[src/rtl/sbs_pkg.sv]
// sbs_pkg: shared widths, item types, controller state and command/status
// structs for the sorted table binary search core
// no dependencies

package sbs_pkg;

  localparam int DEFAULT_TABLE_DEPTH = 1024;

  localparam int CFG_W    = 11;
  localparam int INDEX_W  = 10;
  localparam int ELEM_W   = 32;
  localparam int POS_W    = 10;

  localparam logic FUNC_LOAD   = 1'b0;
  localparam logic FUNC_SEARCH = 1'b1;

  typedef struct packed {
    logic                     func;
    logic [INDEX_W-1:0]       write_index;
    logic signed [ELEM_W-1:0] element_value;
    logic signed [ELEM_W-1:0] search_key;
  } in_item_t;

  typedef struct packed {
    logic             found;
    logic [POS_W-1:0] position;
  } out_item_t;

  typedef enum logic [1:0] {
    ST_IDLE,
    ST_LOAD,
    ST_PROBE,
    ST_DONE
  } state_e;

  typedef struct packed {
    logic start_load;
    logic start_search;
    logic write_mem;
    logic probe;
    logic load_out;
  } cmd_t;

  typedef struct packed {
    logic probe_done;
    logic out_free;
  } status_t;

endpackage

[src/rtl/sbs_ctrl.sv]
// sbs_ctrl: sequencer for loads and searches, drives the datapath commands
// depends on sbs_pkg

module sbs_ctrl (
  input  logic              clk_i,
  input  logic              rst_ni,
  input  logic              in_valid_i,
  input  logic              in_func_i,
  output logic              in_stall_o,
  input  sbs_pkg::status_t  status_i,
  output sbs_pkg::cmd_t     cmd_o
);

  sbs_pkg::state_e state_q, state_d;
  logic            accept;

  assign accept = in_valid_i && (state_q == sbs_pkg::ST_IDLE);

  always_ff @(posedge clk_i or negedge rst_ni) begin
    if (!rst_ni) begin
      state_q <= sbs_pkg::ST_IDLE;
    end else begin
      state_q <= state_d;
    end
  end

  always_comb begin
    state_d = state_q;
    case (state_q)
      sbs_pkg::ST_IDLE: begin
        if (accept) begin
          if (in_func_i == sbs_pkg::FUNC_LOAD) begin
            state_d = sbs_pkg::ST_LOAD;
          end else begin
            state_d = sbs_pkg::ST_PROBE;
          end
        end
      end
      sbs_pkg::ST_LOAD: begin
        state_d = sbs_pkg::ST_IDLE;
      end
      sbs_pkg::ST_PROBE: begin
        if (status_i.probe_done) begin
          state_d = sbs_pkg::ST_DONE;
        end
      end
      sbs_pkg::ST_DONE: begin
        if (status_i.out_free) begin
          state_d = sbs_pkg::ST_IDLE;
        end
      end
      default: begin
        state_d = sbs_pkg::ST_IDLE;
      end
    endcase
  end

  always_comb begin
    cmd_o       = '0;
    in_stall_o  = 1'b1;
    case (state_q)
      sbs_pkg::ST_IDLE: begin
        in_stall_o         = 1'b0;
        cmd_o.start_load   = accept && (in_func_i == sbs_pkg::FUNC_LOAD);
        cmd_o.start_search = accept && (in_func_i == sbs_pkg::FUNC_SEARCH);
      end
      sbs_pkg::ST_LOAD: begin
        cmd_o.write_mem = 1'b1;
      end
      sbs_pkg::ST_PROBE: begin
        cmd_o.probe = 1'b1;
      end
      sbs_pkg::ST_DONE: begin
        cmd_o.load_out = status_i.out_free;
      end
      default: begin
        in_stall_o = 1'b1;
      end
    endcase
  end

endmodule

[config.mk]
export PLATFORM = sky130hd
export DESIGN_NAME = sbs_ctrl
export DESIGN_NICKNAME = d
export VERILOG_FILES = /design/src/rtl/sbs_pkg.sv /design/src/rtl/sbs_ctrl.sv
export SDC_FILE = /design/constraint.sdc
export NUM_CORES = 1
export LEC_CHECK = 0
export BUFFER_PORTS_ARGS = -buffer_cell sky130_fd_sc_hd__clkbuf_2
export CAP_MARGIN = 20
export CORE_AREA = 5 5 42 44
export DETAILED_ROUTE_END_ITERATION = 8
export DIE_AREA = 0 0 47 49
export HOLD_SLACK_MARGIN = 0.06
export PLACE_DENSITY = 0.36
export SLEW_MARGIN = 15
export SYNTH_ARGS = -nofsm -noshare
export SYNTH_HDL_FRONTEND = slang
export SYNTH_SLANG_ARGS = --single-unit
[constraint.sdc]
create_clock -name clk_i -period 1.45 [get_ports clk_i]
set_input_delay 0.2175 -clock clk_i [delete_from_list [all_inputs] [get_ports clk_i]]
set_output_delay 0.2175 -clock clk_i [all_outputs]
set_load 0.02 [all_outputs]
==> run metrics <==
Die H=49 um; post-synthesis xor/xnor area fraction=0%; Layout fillers=162; Worst Path Arrival=1.19 ns; most flop-heavy register=state_q; via count of the first global-routing pass=200; Max Fclk=0.708 GHz; Worst Setup Start Kind=register; clk slew on worst S/H paths=0.03 ns; first-pass GRT wire length=779 um; Largest stage delay, worst path=0.41 ns; YS warnings=0; Root Driver=clkbuf_4; Post-Syn Area=143 um2; Core Box Area=1400 um2; routed vias/inst=3.69; Total Wirelength=519 um; DRC Markers=0; TritonCTS clock tree=yes; PD cells=2160 nW/um2; setup tns final=0 ns; Post-Syn Area per Cell=10.2 um2; worst-path maximum fanout=3; layout cell share with drive strength beyond 1=75.8%; dpl ws=0.187 ns; Post-Synth Simple-Gate Area=45.6%; synth-to-layout area growth=107%; Slew @ Worst Pin=0.171 ns; top flop regs=state_q x2; r2r setup slk=0.16 ns; # diodes=0; CTS Sinks=2; Placer Congestion=0.664; outcome=completed; Final Hold Viols=0; setup violators final=0; largest net degree at the start of global routing=5; Synth Instances=14; Routed WL per cell=10.6 um; clock buffer depth=2; min cycle time layout=1.41 ns; max reg flops=2; R2R Path End=state_q[0]$_DFFE_PN0P_; later-pin clock latency in the skew report=0.22 ns; Layout Skew=0.00261 ns; die width=47 um; Setup Crit Path Kind=register to output pin; crit end category=output pin; flops & latches, synth=2; initial antenna violation count=0; Post-Synth Adder-Cell Area=0%; Slew headroom=88.6%; R2R cell count=4; combinational family with the most area after synthesis=simple AND/OR/NAND/NOR gates; drt first pass iters=2; GR Util All Layers=5.42%; slowest cell on the critical path=dfrtp_2; total CTS buffers=3; antenna viol nets, final=0; post-synthesis mux area share=0%; Req. time, crit path=1.23 ns; num ports=12; area of the multi-input gates=100 um2; PortBufs=11; max-slew violations=0; Final nets=41; Cell Chain, Critical Path=or2_4 -> nor3b_2 -> buf_4; total grt overflow=0; Pleak=0.000141 uW; Max-Cap Viols=0; post-synthesis compound-gate area fraction=19.3%; die area=2300 um2; Tcrit/Tclk final=97.4%; H-tree level count=1; Sequential Area=52.6 um2; crit path from=state_q[1]$_DFFE_PN0P_; Worst Setup Slack, final=0.0384 ns; Site Rows=14; vias=181; Hold Crit Class=primary input to register; Initial Util=10.2%; Critical Path Sink=cmd_o[4]; initial DRC count=4; RSZ-0062 raised after global routing=true; Distinct cells, synth=12; register area share after synthesis=35.1%; worst vdd ir=0.550 mV; worst reg2reg startpoint=state_q[1]$_DFFE_PN0P_; syn_nets=20
## Yosys cell counts, drive strengths merged
cell type	n	share of area [%]
a21oi	2	7.0
dfrtp	2	35
a22oi	1	8.8
and2b	1	6.1
and3	1	5.3
and4bb	1	8.8
nor2b	1	4.4
nor3b	1	5.3
o21ai	1	3.5
or2	1	4.4
or2b	1	5.3
or3b	1	6.1
## repair_timing
item / 4_1_cts / 5_1_grt
setup endpoints to repair: 1 / 2
setup buffers: 4 / 0
hold buffers: 1 / 0
endpoints found under the hold margin: 2 / 0
pin swaps: 1 / 0
resized for setup: 3 / 5
## power breakdown
group          internal [uW]  total, uW  switching (uW)
clock                   91.2        121            30.0
combinational            196        394             198
sequential              91.1        122            30.8
## layout by cell type, fill, tap and decap left out
cell type      count
clkbuf_2           9
buf_4              4
clkbuf_4           3
a21oi_1            2
dfrtp_2            2
and4bb_2           1
nor2b_1            1
or2_4              1
and2b_2            1
and3_2             1
nor3b_2            1
or2b_1             1
o21ai_1            1
or3b_1             1
a22oi_2            1
dlygate4sd3_1      1
buf_6              1
buf_1              1
## routing by layer
metal / up-vias / track usage (%) / wire length (um)
li1: 91 / - / -
met2: 12 / 5.66 / 192
met1: 78 / 6.59 / 243
met3: 0 / 3.69 / 84
met4: 0 / 5.53 / 0
met5: - / 0 / 0
## critical path: cells and delay by family (launching register included)
family / cells / cell delay, ns
buffers and inverters: 1 / 0.16
flip-flops: 1 / 0.41
AND/OR/NAND/NOR: 2 / 0.41
## per-stage QoR
| step | cells | area, um2 | utilization, % | hold slack, ns | power [uW] |
|---|---|---|---|---|---|
| floorplan | 14 | 148 | - | -0.0781 | 316 |
| global placement | 41 | 223 | 15.9 | 0.00438 | 401 |
| detailed placement | 41 | 223 | 15.9 | 0.00404 | 405 |
| CTS | 49 | 287 | 20.4 | 0.293 | 630 |
| global route | 49 | 295 | 21.1 | 0.297 | 690 |
| finish | 49 | 295 | 21.1 | 0.300 | 637 |
## cell families after synthesis
family / Yosys count
flops: 2
compound gates: 4
simple gates: 8
## worst min-delay path by stage
stage                     cells after the start                endpoint  slack [ns]   startpoint
after floorplan                               0  state_q[0]$_DFFE_PN0P_       -0.08       rst_ni
after global placement                        1  state_q[1]$_DFFE_PN0P_       0.004       rst_ni
after detailed placement                      1  state_q[0]$_DFFE_PN0P_       0.004       rst_ni
after CTS                                     3  state_q[1]$_DFFE_PN0P_        0.29  status_i[0]
after global routing                          3  state_q[1]$_DFFE_PN0P_        0.30  status_i[0]
final                                         3  state_q[1]$_DFFE_PN0P_        0.30  status_i[0]
## area by class of cell
| cell class | instances | share of cell area (%) |
|---|---|---|
| clock buffers | 3 | 7.63 |
| multi-input cells | 12 | 33.9 |
| flip-flops and latches | 2 | 17.8 |
| well taps | 16 | 6.78 |
| repair buffers | 16 | 33.9 |
Power figures use the tool's default switching activity.
